### config.mk
export PLATFORM = sky130hd
export DESIGN_NAME = brace_depth_reindenter_unit
export DESIGN_NICKNAME = d
export VERILOG_FILES = /design/src/hdl/bdr_pkg.sv /design/src/hdl/bdr_divider.sv /design/src/hdl/bdr_queue.sv /design/src/hdl/bdr_front.sv /design/src/hdl/bdr_back.sv /design/src/hdl/brace_depth_reindenter_unit.sv
export VERILOG_INCLUDE_DIRS = /design/src /design/src/hdl
export SDC_FILE = /design/constraint.sdc
export NUM_CORES = 1
export LEC_CHECK = 0
export BUFFER_PORTS_ARGS = -buffer_cell sky130_fd_sc_hd__buf_2
export CORE_ASPECT_RATIO = 0.5
export CORE_MARGIN = 2
export CORE_UTILIZATION = 45
export CTS_BUF_LIST = sky130_fd_sc_hd__clkbuf_16
export DETAILED_ROUTE_END_ITERATION = 7
export GPL_TIMING_DRIVEN = 0
export PLACE_DENSITY_LB_ADDON = 0.12
export SLEW_MARGIN = 20
export SYNTH_ARGS = -nofsm -noshare
export SYNTH_HDL_FRONTEND = slang
export SYNTH_SLANG_ARGS = --single-unit
### constraint.sdc
create_clock -name clock -period 7.9 [get_ports clock]
set_input_delay 1.58 -clock clock [delete_from_list [all_inputs] [get_ports clock]]
set_output_delay 1.58 -clock clock [all_outputs]
set_load 0.01 [all_outputs]
### src/hdl/assert_macros.svh
// Assertion helpers for the RTL files; only the top-level reindenter unit includes them.
`ifndef ASSERT_MACROS_SVH
`define ASSERT_MACROS_SVH

// Same-cycle implication, disabled while rst is high.
`define BDR_ASSERT_NOW(lbl, clk, rst, ante, cons, msg) \
   lbl: assert property (@(posedge clk) disable iff (rst) (ante) |-> (cons)) \
      else $error(msg);

// Next-cycle implication, disabled while rst is high.
`define BDR_ASSERT_NEXT(lbl, clk, rst, ante, cons, msg) \
   lbl: assert property (@(posedge clk) disable iff (rst) (ante) |=> (cons)) \
      else $error(msg);

`endif

### src/hdl/bdr_pkg.sv
package bdr_pkg;

   localparam int CP_BITS       = 21;
   localparam int TS_BITS       = 5;
   localparam int CSR_IDX_BITS  = 3;
   localparam int CSR_DATA_BITS = 21;
   localparam int RES_BITS      = 8;

   // register indexes on the csr port
   localparam logic [CSR_IDX_BITS-1:0] IDX_TAB_SIZE  = 3'd0;
   localparam logic [CSR_IDX_BITS-1:0] IDX_RULES     = 3'd1;
   localparam logic [CSR_IDX_BITS-1:0] IDX_ANCHOR    = 3'd2;
   localparam logic [CSR_IDX_BITS-1:0] IDX_OPENER_A  = 3'd3;
   localparam logic [CSR_IDX_BITS-1:0] IDX_OPENER_B  = 3'd4;
   localparam logic [CSR_IDX_BITS-1:0] IDX_CLOSER_A  = 3'd5;
   localparam logic [CSR_IDX_BITS-1:0] IDX_CLOSER_B  = 3'd6;

   localparam logic [CP_BITS-1:0] CH_SPACE = 21'd32;
   localparam logic [CP_BITS-1:0] CH_TAB   = 21'd9;

   localparam logic [TS_BITS-1:0] TS_DEFAULT = 5'd4;

   // reset values of the registers
   localparam logic [TS_BITS-1:0] RST_TAB_SIZE = 5'd4;
   localparam logic [CP_BITS-1:0] RST_OPENER_A = 21'd123;
   localparam logic [CP_BITS-1:0] RST_CLOSER_A = 21'd125;

   // per-line control bits passed from front to back
   typedef struct packed {
      logic plain;   // plain mode: level = columns / tab stop, done in the back
      logic keep;    // frozen line
   } line_flags_type;

endpackage

### src/hdl/bdr_divider.sv
module bdr_divider #(
   parameter int W = 12
) (
   input  logic                        clock,
   input  logic                        reset,
   input  logic                        start,
   input  logic [W-1:0]                dividend,
   input  logic [bdr_pkg::TS_BITS-1:0] divisor,
   output logic                        busy,
   output logic                        done,
   output logic [W-1:0]                quotient,
   output logic [bdr_pkg::TS_BITS-1:0] remainder
);

   localparam int DW       = bdr_pkg::TS_BITS;
   localparam int CNT_BITS = $clog2(W + 1);

   logic [W-1:0]        dvd_ff, dvd_in;
   logic [DW-1:0]       dvs_ff, dvs_in;
   logic [DW-1:0]       rem_ff, rem_in;
   logic [CNT_BITS-1:0] cnt_ff, cnt_in;
   logic                busy_ff, busy_in;
   logic                done_ff, done_in;
   logic [DW:0]         trial;
   logic                fits;

   // restoring division, one quotient bit a cycle
   assign trial = {rem_ff, dvd_ff[W-1]};
   assign fits  = trial >= {1'b0, dvs_ff};

   always_comb begin
      dvd_in  = dvd_ff;
      dvs_in  = dvs_ff;
      rem_in  = rem_ff;
      cnt_in  = cnt_ff;
      busy_in = busy_ff;
      done_in = 1'b0;
      if (start) begin
         dvd_in  = dividend;
         dvs_in  = divisor;
         rem_in  = '0;
         cnt_in  = CNT_BITS'(W);
         busy_in = 1'b1;
      end else if (busy_ff) begin
         rem_in = fits ? DW'(trial - {1'b0, dvs_ff}) : trial[DW-1:0];
         dvd_in = {dvd_ff[W-2:0], fits};
         cnt_in = cnt_ff - 1'b1;
         if (cnt_ff == CNT_BITS'(1)) begin
            busy_in = 1'b0;
            done_in = 1'b1;
         end
      end
   end

   always_ff @(posedge clock) begin
      dvd_ff <= dvd_in;
      dvs_ff <= dvs_in;
      rem_ff <= rem_in;
      cnt_ff <= cnt_in;
      if (reset) begin
         busy_ff <= 1'b0;
         done_ff <= 1'b0;
      end else begin
         busy_ff <= busy_in;
         done_ff <= done_in;
      end
   end

   assign busy      = busy_ff;
   assign done      = done_ff;
   assign quotient  = dvd_ff;
   assign remainder = rem_ff;

endmodule

### src/hdl/bdr_queue.sv
module bdr_queue #(
   parameter int W = 32
) (
   input  logic         clock,
   input  logic         reset,
   input  logic         push,
   input  logic [W-1:0] push_data,
   output logic         full,
   input  logic         pop,
   output logic         valid,
   output logic [W-1:0] pop_data
);

   // two-entry queue
   logic [W-1:0] mem_ff [2];
   logic         wr_ptr_ff, wr_ptr_in;
   logic         rd_ptr_ff, rd_ptr_in;
   logic [1:0]   count_ff, count_in;

   always_comb begin
      wr_ptr_in = wr_ptr_ff ^ push;
      rd_ptr_in = rd_ptr_ff ^ pop;
      count_in  = count_ff + {1'b0, push} - {1'b0, pop};
   end

   always_ff @(posedge clock) begin
      if (push) begin
         mem_ff[wr_ptr_ff] <= push_data;
      end
      if (reset) begin
         wr_ptr_ff <= 1'b0;
         rd_ptr_ff <= 1'b0;
         count_ff  <= 2'd0;
      end else begin
         wr_ptr_ff <= wr_ptr_in;
         rd_ptr_ff <= rd_ptr_in;
         count_ff  <= count_in;
      end
   end

   assign full     = count_ff == 2'd2;
   assign valid    = count_ff != 2'd0;
   assign pop_data = mem_ff[rd_ptr_ff];

endmodule

### src/hdl/bdr_front.sv
module bdr_front #(
   parameter int LEVEL_BITS  = 8,
   parameter int COLUMN_BITS = 12
) (
   input  logic                          clock,
   input  logic                          reset,
   // item stream
   input  logic                          in_valid,
   output logic                          in_ready,
   input  logic [bdr_pkg::CP_BITS-1:0]   code_point,
   input  logic                          has_char,
   input  logic                          end_of_line,
   input  logic                          range_start,
   input  logic                          line_frozen,
   // settings
   input  logic [bdr_pkg::TS_BITS-1:0]   tab_size,
   input  logic                          rules_enabled,
   input  logic [7:0]                    anchor_level,
   input  logic [bdr_pkg::CP_BITS-1:0]   opener_a,
   input  logic [bdr_pkg::CP_BITS-1:0]   opener_b,
   input  logic [bdr_pkg::CP_BITS-1:0]   closer_a,
   input  logic [bdr_pkg::CP_BITS-1:0]   closer_b,
   input  logic                          tab_write,
   // per-line queue
   input  logic                          q_full,
   output logic                          push,
   output bdr_pkg::line_flags_type       push_flags,
   output logic [LEVEL_BITS-1:0]         push_level,
   output logic [COLUMN_BITS-1:0]        push_cols,
   output logic [bdr_pkg::TS_BITS-1:0]   push_ts
);

   localparam int CPB = bdr_pkg::CP_BITS;
   localparam int TSB = bdr_pkg::TS_BITS;
   localparam int AW  = (LEVEL_BITS > 8) ? LEVEL_BITS : 8;
   localparam logic [LEVEL_BITS-1:0]  LEVEL_MAX  = '1;
   localparam logic [COLUMN_BITS-1:0] COLUMN_MAX = '1;

   logic [LEVEL_BITS-1:0]  depth_ff, depth_in;
   logic [COLUMN_BITS-1:0] cols_ff, cols_in;
   logic [TSB-1:0]         rem_ff, rem_in;     // cols mod tab stop
   logic                   lead_ff, lead_in;   // still in leading blanks
   logic [CPB-1:0]         first_ff, first_in;
   logic [CPB-1:0]         last_ff, last_in;
   logic                   pend_ff, pend_in;   // tab stop changed, remainder stale

   logic [TSB-1:0]         ts_eff;
   logic [AW-1:0]          anchor_ext;
   logic [LEVEL_BITS-1:0]  anchor_cl;
   logic                   accept;
   logic                   blank;
   logic [TSB:0]           rem_inc;
   logic [TSB-1:0]         adv;
   logic [COLUMN_BITS:0]   col_sum;
   logic                   first_closer;
   logic                   last_opener;
   logic [LEVEL_BITS-1:0]  lvl;

   logic                   div_start;
   logic                   div_busy;
   logic                   div_done;
   logic [COLUMN_BITS-1:0] div_quot;
   logic [TSB-1:0]         div_rem;

   assign ts_eff     = (tab_size == '0) ? bdr_pkg::TS_DEFAULT : tab_size;
   assign anchor_ext = AW'(anchor_level);
   assign anchor_cl  = (anchor_ext > AW'(LEVEL_MAX)) ? LEVEL_MAX
                                                     : anchor_ext[LEVEL_BITS-1:0];

   assign in_ready  = !pend_ff && !div_busy && !div_done && !q_full;
   assign accept    = in_valid && in_ready;
   assign div_start = pend_ff;

   always_comb begin
      depth_in     = depth_ff;
      cols_in      = cols_ff;
      rem_in       = rem_ff;
      lead_in      = lead_ff;
      first_in     = first_ff;
      last_in      = last_ff;
      pend_in      = tab_write;
      push         = 1'b0;
      push_flags   = '0;
      push_level   = '0;
      push_cols    = '0;
      push_ts      = ts_eff;
      blank        = 1'b0;
      rem_inc      = '0;
      adv          = '0;
      col_sum      = '0;
      first_closer = 1'b0;
      last_opener  = 1'b0;
      lvl          = '0;

      if (div_done && !pend_ff) begin
         rem_in = div_rem;
      end

      if (accept) begin
         if (range_start) begin
            depth_in = anchor_cl;
            cols_in  = '0;
            rem_in   = '0;
            lead_in  = 1'b1;
            first_in = '0;
            last_in  = '0;
         end

         if (has_char) begin
            blank = (code_point == bdr_pkg::CH_SPACE) || (code_point == bdr_pkg::CH_TAB);
            if (lead_in && blank) begin
               rem_inc = {1'b0, rem_in} + 1'b1;
               if (code_point == bdr_pkg::CH_SPACE) begin
                  adv    = TSB'(1);
                  rem_in = (rem_inc == {1'b0, ts_eff}) ? '0 : rem_inc[TSB-1:0];
               end else begin
                  adv    = ts_eff - rem_in;
                  rem_in = '0;
               end
               // once saturated the column count never moves again in this line
               col_sum = {1'b0, cols_in} + (COLUMN_BITS+1)'(adv);
               cols_in = (col_sum > {1'b0, COLUMN_MAX}) ? COLUMN_MAX
                                                        : col_sum[COLUMN_BITS-1:0];
            end else if (!blank) begin
               if (lead_in) begin
                  first_in = code_point;
                  lead_in  = 1'b0;
               end
               last_in = code_point;
            end
         end

         if (end_of_line) begin
            push         = 1'b1;
            first_closer = (first_in != '0) &&
                           ((first_in == closer_a) || (first_in == closer_b));
            last_opener  = (last_in != '0) &&
                           ((last_in == opener_a) || (last_in == opener_b));
            push_cols    = cols_in;
            if (!rules_enabled) begin
               push_flags.plain = 1'b1;
            end else if (line_frozen) begin
               push_flags.keep = 1'b1;
            end else if (lead_in) begin
               push_level = depth_in;
            end else begin
               lvl = depth_in;
               if (first_closer && (lvl != '0)) begin
                  lvl = lvl - 1'b1;
               end
               push_level = lvl;
               depth_in   = (last_opener && (lvl != LEVEL_MAX)) ? lvl + 1'b1 : lvl;
            end
            cols_in  = '0;
            rem_in   = '0;
            lead_in  = 1'b1;
            first_in = '0;
            last_in  = '0;
         end
      end
   end

   always_ff @(posedge clock) begin
      if (reset) begin
         depth_ff <= '0;
         cols_ff  <= '0;
         rem_ff   <= '0;
         lead_ff  <= 1'b1;
         first_ff <= '0;
         last_ff  <= '0;
         pend_ff  <= 1'b0;
      end else begin
         depth_ff <= depth_in;
         cols_ff  <= cols_in;
         rem_ff   <= rem_in;
         lead_ff  <= lead_in;
         first_ff <= first_in;
         last_ff  <= last_in;
         pend_ff  <= pend_in;
      end
   end

   // recomputes cols mod tab stop after the tab size changes mid-line
   bdr_divider #(
      .W (COLUMN_BITS)
   ) u_rem_div (
      .clock     (clock),
      .reset     (reset),
      .start     (div_start),
      .dividend  (cols_ff),
      .divisor   (ts_eff),
      .busy      (div_busy),
      .done      (div_done),
      .quotient  (div_quot),
      .remainder (div_rem)
   );

   // quotient is not needed here; it only keeps the divider's outputs in use
   logic unused_quot;
   assign unused_quot = ^div_quot;

endmodule

### src/hdl/bdr_back.sv
module bdr_back #(
   parameter int LEVEL_BITS  = 8,
   parameter int COLUMN_BITS = 12
) (
   input  logic                                 clock,
   input  logic                                 reset,
   // per-line queue
   input  logic                                 q_valid,
   output logic                                 q_pop,
   input  bdr_pkg::line_flags_type              q_flags,
   input  logic [LEVEL_BITS-1:0]                q_level,
   input  logic [COLUMN_BITS-1:0]               q_cols,
   input  logic [bdr_pkg::TS_BITS-1:0]          q_ts,
   // results
   output logic                                 rsp_valid,
   input  logic                                 rsp_ready,
   output logic [bdr_pkg::RES_BITS-1:0]         rsp_level,
   output logic                                 rsp_keep
);

   localparam int RB  = bdr_pkg::RES_BITS;
   localparam int LW  = (LEVEL_BITS > RB) ? LEVEL_BITS : RB;
   localparam int CAP = (((1 << LEVEL_BITS) - 1) < 255) ? ((1 << LEVEL_BITS) - 1) : 255;

   localparam logic [1:0] ST_IDLE = 2'd0;
   localparam logic [1:0] ST_DIV  = 2'd1;
   localparam logic [1:0] ST_HOLD = 2'd2;

   logic [1:0]    state_ff, state_in;
   logic          rsp_valid_ff, rsp_valid_in;
   logic [RB-1:0] rsp_level_ff, rsp_level_in;
   logic          rsp_keep_ff, rsp_keep_in;

   logic                   out_free;
   logic [LW-1:0]          lvl_ext;
   logic [RB-1:0]          lvl_cap;
   logic [RB-1:0]          quot_cap;
   logic                   div_start;
   logic                   div_busy;
   logic                   div_done;
   logic [COLUMN_BITS-1:0] div_quot;
   logic [bdr_pkg::TS_BITS-1:0] div_rem;

   assign out_free = !rsp_valid_ff || rsp_ready;
   assign lvl_ext  = LW'(q_level);
   assign lvl_cap  = (lvl_ext > LW'(255)) ? 8'hFF : lvl_ext[RB-1:0];
   assign quot_cap = (div_quot > COLUMN_BITS'(CAP)) ? RB'(CAP) : div_quot[RB-1:0];

   always_comb begin
      state_in     = state_ff;
      rsp_valid_in = rsp_valid_ff && !rsp_ready;
      rsp_level_in = rsp_level_ff;
      rsp_keep_in  = rsp_keep_ff;
      q_pop        = 1'b0;
      div_start    = 1'b0;
      case (state_ff)
         ST_IDLE: begin
            if (q_valid) begin
               if (q_flags.plain) begin
                  q_pop     = 1'b1;
                  div_start = 1'b1;
                  state_in  = ST_DIV;
               end else if (out_free) begin
                  q_pop        = 1'b1;
                  rsp_valid_in = 1'b1;
                  rsp_level_in = lvl_cap;
                  rsp_keep_in  = q_flags.keep;
               end
            end
         end
         ST_DIV: begin
            if (div_done) begin
               state_in = ST_HOLD;
            end
         end
         ST_HOLD: begin
            if (out_free) begin
               rsp_valid_in = 1'b1;
               rsp_level_in = quot_cap;
               rsp_keep_in  = 1'b0;
               state_in     = ST_IDLE;
            end
         end
         default: begin
            state_in = ST_IDLE;
         end
      endcase
   end

   always_ff @(posedge clock) begin
      rsp_level_ff <= rsp_level_in;
      rsp_keep_ff  <= rsp_keep_in;
      if (reset) begin
         state_ff     <= ST_IDLE;
         rsp_valid_ff <= 1'b0;
      end else begin
         state_ff     <= state_in;
         rsp_valid_ff <= rsp_valid_in;
      end
   end

   // columns / tab stop for plain-mode lines
   bdr_divider #(
      .W (COLUMN_BITS)
   ) u_lvl_div (
      .clock     (clock),
      .reset     (reset),
      .start     (div_start),
      .dividend  (q_cols),
      .divisor   (q_ts),
      .busy      (div_busy),
      .done      (div_done),
      .quotient  (div_quot),
      .remainder (div_rem)
   );

   // remainder and busy unused here
   logic unused_div;
   assign unused_div = div_busy ^ (^div_rem);

   assign rsp_valid = rsp_valid_ff;
   assign rsp_level = rsp_level_ff;
   assign rsp_keep  = rsp_keep_ff;

endmodule

### src/hdl/brace_depth_reindenter_unit.sv
// Brace-depth reindenter. Text streams in one code point per transfer on
// req_, the last item of each line flagged by req_tlast, and each finished
// line gives one transfer on rsp_ with its indent level. With rules on, a
// running brace depth (reloaded from anchor_level by range_start) sets the
// level: a line that starts with a closer sits one level out, a line that
// ends with an opener pushes the next line in, blank lines keep the depth,
// frozen lines come out as level 0 with keep_as_is set. With rules off the
// level is the line's leading whitespace in tab stops (tab size 0 means 4).
// Rate: the scanning front takes one item per cycle while the line queue has
// room and no tab remainder is being rebuilt. A plain-mode line is held in the
// back by its bit-serial divider; the two-entry line queue lets the front keep
// scanning while a line is divided, so short lines in plain mode throttle the
// input. Rules-mode lines skip the divider in the back. A write to tab_size
// holds req_tready low while the in-line tab remainder is rebuilt. No clearing
// pass after reset. csr_ready is always high.
`include "assert_macros.svh"

module brace_depth_reindenter_unit #(
   parameter int LEVEL_BITS  = 8,
   parameter int COLUMN_BITS = 12
) (
   input  logic                                clock,
   input  logic                                reset,
   // input items
   input  logic                                req_tvalid,
   output logic                                req_tready,
   input  logic [23:0]                         req_tdata,  // [20:0] code_point, rest zero
   input  logic [2:0]                          req_tuser,  // [0] has_char, [1] range_start,
                                                           // [2] line_frozen
   input  logic                                req_tlast,  // end_of_line
   // results
   output logic                                rsp_tvalid,
   input  logic                                rsp_tready,
   output logic [7:0]                          rsp_tdata,  // [7:0] indent_level
   output logic                                rsp_tuser,  // [0] keep_as_is
   // register writes
   input  logic                                csr_valid,
   output logic                                csr_ready,
   input  logic [bdr_pkg::CSR_IDX_BITS-1:0]    csr_index,
   input  logic [bdr_pkg::CSR_DATA_BITS-1:0]   csr_data
);

   localparam int CPB = bdr_pkg::CP_BITS;
   localparam int TSB = bdr_pkg::TS_BITS;
   localparam int QW  = TSB + COLUMN_BITS + LEVEL_BITS + $bits(bdr_pkg::line_flags_type);

   // configuration registers
   logic [TSB-1:0] tab_size_ff;
   logic           rules_ff;
   logic [7:0]     anchor_ff;
   logic [CPB-1:0] opener_a_ff;
   logic [CPB-1:0] opener_b_ff;
   logic [CPB-1:0] closer_a_ff;
   logic [CPB-1:0] closer_b_ff;

   logic csr_xfer;
   logic tab_write;

   assign csr_ready = 1'b1;
   assign csr_xfer  = csr_valid && csr_ready;
   assign tab_write = csr_xfer && (csr_index == bdr_pkg::IDX_TAB_SIZE);

   always_ff @(posedge clock) begin
      if (reset) begin
         tab_size_ff <= bdr_pkg::RST_TAB_SIZE;
         rules_ff    <= 1'b1;
         anchor_ff   <= '0;
         opener_a_ff <= bdr_pkg::RST_OPENER_A;
         opener_b_ff <= '0;
         closer_a_ff <= bdr_pkg::RST_CLOSER_A;
         closer_b_ff <= '0;
      end else if (csr_xfer) begin
         case (csr_index)
            bdr_pkg::IDX_TAB_SIZE: tab_size_ff <= csr_data[TSB-1:0];
            bdr_pkg::IDX_RULES:    rules_ff    <= csr_data[0];
            bdr_pkg::IDX_ANCHOR:   anchor_ff   <= csr_data[7:0];
            bdr_pkg::IDX_OPENER_A: opener_a_ff <= csr_data[CPB-1:0];
            bdr_pkg::IDX_OPENER_B: opener_b_ff <= csr_data[CPB-1:0];
            bdr_pkg::IDX_CLOSER_A: closer_a_ff <= csr_data[CPB-1:0];
            bdr_pkg::IDX_CLOSER_B: closer_b_ff <= csr_data[CPB-1:0];
            default: ;  // unknown index: write dropped
         endcase
      end
   end

   // front -> queue
   logic                        f_push;
   bdr_pkg::line_flags_type     f_flags;
   logic [LEVEL_BITS-1:0]       f_level;
   logic [COLUMN_BITS-1:0]      f_cols;
   logic [TSB-1:0]              f_ts;
   logic                        q_full;
   logic                        q_valid;
   logic                        q_pop;
   logic [QW-1:0]               q_in;
   logic [QW-1:0]               q_out;
   bdr_pkg::line_flags_type     b_flags;
   logic [LEVEL_BITS-1:0]       b_level;
   logic [COLUMN_BITS-1:0]      b_cols;
   logic [TSB-1:0]              b_ts;

   // scanning front: one item per cycle while req_tready is high, finishes rules-mode levels itself
   bdr_front #(
      .LEVEL_BITS  (LEVEL_BITS),
      .COLUMN_BITS (COLUMN_BITS)
   ) u_front (
      .clock         (clock),
      .reset         (reset),
      .in_valid      (req_tvalid),
      .in_ready      (req_tready),
      .code_point    (req_tdata[CPB-1:0]),
      .has_char      (req_tuser[0]),
      .end_of_line   (req_tlast),
      .range_start   (req_tuser[1]),
      .line_frozen   (req_tuser[2]),
      .tab_size      (tab_size_ff),
      .rules_enabled (rules_ff),
      .anchor_level  (anchor_ff),
      .opener_a      (opener_a_ff),
      .opener_b      (opener_b_ff),
      .closer_a      (closer_a_ff),
      .closer_b      (closer_b_ff),
      .tab_write     (tab_write),
      .q_full        (q_full),
      .push          (f_push),
      .push_flags    (f_flags),
      .push_level    (f_level),
      .push_cols     (f_cols),
      .push_ts       (f_ts)
   );

   assign q_in = {f_ts, f_cols, f_level, f_flags};

   bdr_queue #(
      .W (QW)
   ) u_queue (
      .clock     (clock),
      .reset     (reset),
      .push      (f_push),
      .push_data (q_in),
      .full      (q_full),
      .pop       (q_pop),
      .valid     (q_valid),
      .pop_data  (q_out)
   );

   assign {b_ts, b_cols, b_level, b_flags} = q_out;

   // back: plain-mode division and the output register
   bdr_back #(
      .LEVEL_BITS  (LEVEL_BITS),
      .COLUMN_BITS (COLUMN_BITS)
   ) u_back (
      .clock     (clock),
      .reset     (reset),
      .q_valid   (q_valid),
      .q_pop     (q_pop),
      .q_flags   (b_flags),
      .q_level   (b_level),
      .q_cols    (b_cols),
      .q_ts      (b_ts),
      .rsp_valid (rsp_tvalid),
      .rsp_ready (rsp_tready),
      .rsp_level (rsp_tdata),
      .rsp_keep  (rsp_tuser)
   );

   // checks
   `BDR_ASSERT_NOW(a_no_overflow, clock, reset, f_push, !q_full, "line queue overflow")
   `BDR_ASSERT_NOW(a_ready_room, clock, reset, req_tready, !q_full, "ready with queue full")
   `BDR_ASSERT_NOW(a_keep_zero, clock, reset, rsp_tvalid && rsp_tuser, rsp_tdata == 8'd0,
                   "frozen line with nonzero level")
   `BDR_ASSERT_NEXT(a_rst_idle, clock, 1'b0, reset, !rsp_tvalid && !q_valid,
                    "result pending after reset")

endmodule
==> results.md, run 1 <==
- Die Y: 140.1 µm
- Vias in the first global route: 13990
- Worst-Skew Late Latency: 0.58 ns
- Max Cap Viol: 0
- Largest delay contributor family on the critical path: buffers and inverters
- Hold crit path type: flop to flop
- FFs w/ async S/R, synth: 0
- Largest net degree at the start of global routing: 28
- WP depth: 22
- Critical path capture point type: flop
- Worst-path maximum fanout: 10
- Endpoints failing hold: 0
- Tot GR Track Use: 0.2849
- Final Worst Setup Slack: 0.5366 ns
- Main combinational cell family by area after synthesis: simple AND/OR/NAND/NOR gates
- Register bit count reported by yosys: 293
- Die width: 276.2 µm
- Clock transition at path regs: 0.07 ns
- Area of the multi-input gates: 9076 µm²
- Gate power share: 0.220
- Data required time of the worst path: 8.34 ns
- Avg WL per Cell: 22.25 µm
- WS Path Type: input pin to flop
- WHS Path Cells: 2
- Final WL: 56640 µm
- Maximum root-to-sink buffer count: 3
- Max Fclk: 135.8 MHz
- DRC: 0
- EDFF count, synth: 97
- Critical Path AT: 7.80 ns
- Static Leak: 6.520 nW
- Ant. Diodes: 0
- Post-DP Area: 17540 µm²
- Vias: 15220
- First-pass GRT wire length: 84970 µm
- FF/Latch Area: 6837 µm²
- Mapped Area: 16670 µm²
- Net Switching: 1.290 mW
- Slew HR: 0.2137
- Fin crit share: 0.9321
- Mean post-synth cell area: 8.499 µm²
- Die Footprint: 38700 µm²
- Synth Area in Adders: 0.02806
- Remaining global-route overflow: 0
- Min Tclk post-route: 7.363 ns
- Seq pwr share: 0.456
- VDD IR max: 158.0 µV
- CTS tree: yes
- Ys Warns: 0
- Hold WS: 0.4561 ns
- Switching share of power: 0.3219
- Pwr/cell area: 217.9 nW/µm²
- Setup TNS: 0 ns
- RSZ-0062 raised after global routing: no
- Share of cells above drive strength 1: 0.08535
- Cell area after layout: 18400 µm²
- Initial antenna violation count: 0
- Bufs and invs on worst path: 6
- Syn Inst Count: 1962
- Pre-antenna DRT Iters: 5
- CTS buffer count: 28
- Number of fill cells: 3581
- Routability congestion estimate: 0.9576
- # clock sinks: 293
- Core Area: 36230 µm²
- Ports: 69
- Rows: 49
- DP Wirelength: 42350 µm
- First DRT Iteration DRCs: 1494
- Clock skew: 0.01833 ns
- Synth Area in XOR/XNOR: 0.05568
- DR vias/cell: 5.978
- Hold-fix buffer count after cts: 0
- CP max stage delay: 0.58 ns
- IO buf count: 48
- Seq/Total Area, Yosys: 0.4100
- Root Driver: clkbuf_16
- Pre-CTS setup slack: -0.2906 ns
- Post-synthesis mux area share: 0.04847
- Pint: 2.718 mW
- Setup violations, final: 0
- Final #Nets: 2133
- Post-route ant nets: 0
- Max Slew Vio Count: 0
- Final core occ: 0.5078
- CP Launch Type: input pin
- Layout area overhead: 10.34%
- Synth Area in Compound Gates: 0.1585
- Clock power frac: 0.324
- H-tree levels: 1
- Worst-Margin Slew: 1.169 ns
- Slowest CP cell: o21ai_0
- Outcome: finished, final reports clean
- Post-Syn Nets: 2054
- Post-synth cell types: 90
- Worst r2r path cells: 18
- Worst path cell trace: buf_2, clkbuf_1, clkbuf_2, clkbuf_1, clkbuf_1, clkbuf_1, nor2_1, ha_1, fa_1, nor2_1, ha_1, a21o_1, a21oi_1, nor2b_1, o21a_1, o21ai_0, nor2_1, and3_1, xnor2_1, a21oi_1, a21oi_1, nor2_1
- Initial core utilization: 0.4602
- Simple-gate share of the synthesized area: 0.2519
- Dominant synthesized flop cell: dfxtp_1
cell families after synthesis:
family                     Yosys count
other                                1
buffers and inverters              180
adders and majority gates           35
muxes                               78
and+or+nand+nor                    866
DFF                                293
xor gates and xnor gates           106
AOI/OAI and AO/OA                  403
metrics by stage:
step | power [mW] | cells
after global placement | 2.718 | 2494
after global routing | 4.182 | 2546
after detailed placement | 2.729 | 2495
after floorplan | 2.441 | 1962
after CTS | 4.013 | 2546
final | 4.008 | 2546
Yosys cell counts, types with 9 or more instances:
library cell / instances / area [µm²]
nand2_1: 283 / 1062
nor2_1: 223 / 837.1
dfxtp_1: 196 / 3924
a21oi_1: 166 / 830.8
edfxtp_1: 97 / 2913
clkbuf_1: 83 / 311.6
xnor2_1: 67 / 586.8
nor3_1: 63 / 315.3
mux2i_1: 56 / 560.5
inv_1: 52 / 195.2
o21ai_0: 50 / 250.2
nor4_1: 41 / 256.5
a22oi_1: 40 / 300.3
nand3_1: 39 / 195.2
xor2_1: 39 / 341.6
nor2b_1: 37 / 231.5
nand2b_1: 35 / 219.0
and3_1: 31 / 193.9
ha_1: 31 / 387.9
nand4_1: 24 / 150.1
nor3b_1: 23 / 172.7
mux2_2: 22 / 247.7
a211oi_1: 20 / 150.1
nand3b_1: 18 / 135.1
a31oi_1: 15 / 93.84
buf_2: 15 / 75.07
buf_1: 11 / 41.29
o31ai_1: 10 / 75.07
a21o_1: 9 / 67.56
or3_1: 9 / 56.30
power by group through the flow:
| stage | clock (mW) | sequential, mW | combinational [mW] |
|---|---|---|---|
| finish | 1.30 | 1.83 | 0.882 |
| global route | 1.36 | 1.84 | 0.974 |
| CTS | 1.31 | 1.83 | 0.873 |
| detailed placement | 0 | 1.86 | 0.869 |
| global placement | 0 | 1.86 | 0.861 |
| floorplan | 0 | 1.83 | 0.608 |
tightest hold or removal path, cell delays in order, from the launching register on:
cell     delay (ns)
dfxtp_1        0.31
nand2_1        0.05
a21oi_1        0.05
area by class of cell:
type | count | area share
sequential | 293 | 0.3716
timing repair buffer | 49 | 0.01333
multi-input combinational | 1489 | 0.4933
clock inverter | 23 | 0.007956
buffer | 127 | 0.03203
clock buffer | 28 | 0.03808
inverter | 53 | 0.01081
tap | 484 | 0.03291
registers in the layout, summed over array words and instances (netlist names), 8 cells and up:
signal,count
anchor_ff,8
closer_a_ff,21
closer_b_ff,21
opener_a_ff,21
opener_b_ff,21
u_back.rsp_level,8
u_back.u_lvl_div.quotient,12
u_front.cols_ff,12
u_front.depth_ff,8
u_front.first_ff,21
u_front.last_ff,21
u_front.u_rem_div.quotient,12
u_queue.mem_ff,54
cells in the final DEF (no fill, tap or decap), types with 40 or more instances in the layout:
| cell type | count |
|---|---|
| a22oi_1 | 40 |
| clkbuf_1 | 82 |
| buf_2 | 64 |
| nor2_1 | 223 |
| a21oi_1 | 166 |
| nor4_1 | 40 |
| xnor2_1 | 67 |
| edfxtp_1 | 97 |
| o21ai_0 | 50 |
| mux2i_1 | 56 |
| inv_1 | 58 |
| dfxtp_1 | 196 |
| nor3_1 | 62 |
| nand2_1 | 283 |
worst paths after layout:
| path | slack (ns) | from | end |
|---|---|---|---|
| max reg2reg | 2.52 | u_front.lead_ff$_SDFFE_PP1P_ | u_front.depth_ff[4]$_SDFFE_PP0P_ |
| min reg2reg | 0.46 | u_front.depth_ff[1]$_SDFFE_PP0P_ | u_front.depth_ff[1]$_SDFFE_PP0P_ |
| min | 0.46 | u_front.depth_ff[1]$_SDFFE_PP0P_ | u_front.depth_ff[1]$_SDFFE_PP0P_ |
| max | 0.54 | req_tuser[1] | u_front.cols_ff[11]$_SDFFE_PP0P_ |
per-layer routing:
| metal | vias up | track usage | wire length, µm |
|---|---|---|---|
| li1 | 7146 | - | - |
| met1 | 7313 | 0.3973 | 25470 |
| met2 | 640 | 0.4373 | 24380 |
| met3 | 121 | 0.05621 | 4572 |
| met4 | 0 | 0.1102 | 2211 |
| met5 | - | 0 | 0 |
repair_timing:
action | CTS | global route
buffers inserted | 0 | 0
resized for setup | 0 | 3
endpoints found under the hold margin | 0 | 0
setup endpoints to repair | 0 | 3
(Power assumes the default switching activity.)
==> run 2: changes to the inputs <==
clock period = 8.4 ns   (was 7.9 ns; I/O delays follow)
==> run 2 against run 1 <==
Net effect: combinational power is 5.9% lower; setup slack better by 0.11 ns; critical path depth stayed put; non-clock buffer count stayed put; critical endpoint unchanged; highest routed layer unchanged; total power is 5.9% lower; via count hardly changed; flip-flop and latch count stayed put; count of clock-buffer cells in the layout stayed put.
==> results.md, run 2 (synthesized netlist as in run 1, its figures left out) <==
- Cell area after layout: 18400 µm² (about the same)
- Vias: 15220 (-0.0066%)
- Hold-fix buffer count after cts: 0 (unchanged)
- Clock skew: 0.01767 ns (-0.0006670 ns)
- Pre-CTS setup slack: 0.1094 ns (+0.4000 ns)
- DRC: 0 (unchanged)
- # clock sinks: 293 (unchanged)
- Post-DP Area: 17540 µm² (unchanged)
- CP Launch Type: input pin
- Maximum root-to-sink buffer count: 3 (unchanged)
- Outcome: finished, final reports clean
- Setup violations, final: 0 (unchanged)
- Fin crit share: 0.9235
- Avg WL per Cell: 22.26 µm (about the same)
- Vias in the first global route: 13990 (unchanged)
- Die Y: 140.1 µm (unchanged)
- Setup Buffers After CTS: 0 (unchanged)
- IO buf count: 48 (unchanged)
- Die width: 276.2 µm (unchanged)
- Worst-Margin Slew: 1.151 ns (-0.01883 ns)
- Data required time of the worst path: 8.84 ns (+0.50 ns)
- Pwr/cell area: 205.0 nW/µm² (-5.9%)
- Ports: 69 (unchanged)
- Hold WS: 0.4560 ns (-0.00004900 ns)
- First-pass GRT wire length: 84970 µm (unchanged)
- Initial antenna violation count: 0 (unchanged)
- Max Fclk: 128.9 MHz
- Endpoints failing hold: 0 (unchanged)
- Slew HR: 0.2264 (+0.01266)
- Setup TNS: 0 ns (unchanged)
- Remaining global-route overflow: 0 (unchanged)
- Largest Register: u_queue.mem_ff
- Min Tclk post-route: 7.757 ns
- Critical path capture point type: flop
- Final Worst Setup Slack: 0.6425 ns (+0.1059 ns)
- Max Cap Viol: 0 (unchanged)
- Max Slew Vio Count: 0 (unchanged)
- Final WL: 56660 µm (about the same)
- DR vias/cell: 5.978 (about the same)
- Post-route ant nets: 0 (unchanged)
- Layout area overhead: 10.33% (about the same)
- Most frequent cells in the layout: nand2_1, nor2_1, dfxtp_1, a21oi_1, edfxtp_1
- Share of cells above drive strength 1: 0.08487 (-0.0004850)
- First DRT Iteration DRCs: 1493 (-0.067%)
- Pre-antenna DRT Iters: 5 (unchanged)
- Initial core utilization: 0.4602 (unchanged)
- Most common cell after layout, fill and taps aside: nand2_1
- Worst-path maximum fanout: 10 (unchanged)
- Root Driver: clkbuf_16
- Static Leak: 6.517 nW (about the same)
- Largest net degree at the start of global routing: 28 (unchanged)
- Core Area: 36230 µm² (unchanged)
- CTS buffer count: 28 (unchanged)
- Non-Filler Instances: 2546 (unchanged)
- WS Path Type: input pin to flop
- Rows: 49 (unchanged)
- Worst-Skew Late Latency: 0.58 ns (about the same)
- DP Cell Count: 2495 (unchanged)
- Clock transition at path regs: 0.07 ns (about the same)
- Die Footprint: 38700 µm² (unchanged)
- Ant. Diodes: 0 (unchanged)
- CTS tree: yes
- DP Wirelength: 42350 µm (unchanged)
- RSZ-0062 raised after global routing: no
- Routability congestion estimate: 0.9576 (unchanged)
- Hold crit path type: flop to flop
- Largest register FFs: 54 (unchanged)
- Tot GR Track Use: 0.2849 (unchanged)
- Post-CTS sizing: 0 (unchanged)
- Final #Nets: 2133 (unchanged)
- Critical Path AT: 8.20 ns (+0.40 ns)
- VDD IR max: 148.6 µV (-5.9%)
- H-tree levels: 1 (unchanged)
-- run 2: critical path, cell delays in order --
cell and delay, ns:
buf_2 0.19, clkbuf_1 0.50, clkbuf_1 0.79, clkbuf_1 0.52
clkbuf_1 0.50, clkbuf_1 0.49, nor2_1 0.23, ha_1 0.27
fa_1 0.49, nor2_1 0.06, ha_1 0.32, a21o_1 0.16
a21oi_1 0.18, nor2b_1 0.09, o21a_1 0.16, o21ai_0 0.58
nor2_1 0.14, and3_1 0.23, xnor2_1 0.26, a21oi_1 0.12
a21oi_1 0.17, nor2_1 0.05
-- run 2: layout make-up --
type                       instances  area, µm²
multi-input combinational       1489       9076
clock buffer                      28      700.7
buffer                           127      588.1
sequential                       293       6837
timing repair buffer              49      245.2
fill                            3582      17840
tap                              484      605.6
inverter                          53      198.9
clock inverter                    23      146.4
-- run 2: per-layer routing --
layer  up-vias  share of wire  global-route usage
met3       121          0.081             0.05621
met2       638           0.43              0.4373
li1       7153              -                   -
met5         -              0                   0
met4         0          0.039              0.1102
met1      7307           0.45              0.3973
-- run 2: metrics by stage --
stage,total power [mW],util
floorplan,2.296,-
global placement,2.556,0.4835
detailed placement,2.567,0.4840
CTS,3.774,0.5074
global route,3.933,0.5078
finish,3.771,0.5078
-- run 2: final timing paths --
check | depth (start not counted) | endpoint | from | slack, ns
setup reg to reg | 18 | u_front.depth_ff[4]$_SDFFE_PP0P_ | u_front.lead_ff$_SDFFE_PP1P_ | 3.01
hold reg to reg | 2 | u_front.depth_ff[1]$_SDFFE_PP0P_ | u_front.depth_ff[1]$_SDFFE_PP0P_ | 0.46
hold / removal | 2 | u_front.depth_ff[1]$_SDFFE_PP0P_ | u_front.depth_ff[1]$_SDFFE_PP0P_ | 0.46
setup / recovery | 22 | u_front.cols_ff[11]$_SDFFE_PP0P_ | req_tuser[1] | 0.64
-- run 2: report_power, final --
group          total [mW]  internal (mW)  leakage (nW)  switching (mW)
logic               0.830          0.293          3.64           0.537
clock network        1.22          0.638         0.439           0.584
registers            1.72           1.63          2.44          0.0932
total                3.77           2.56          6.52            1.21
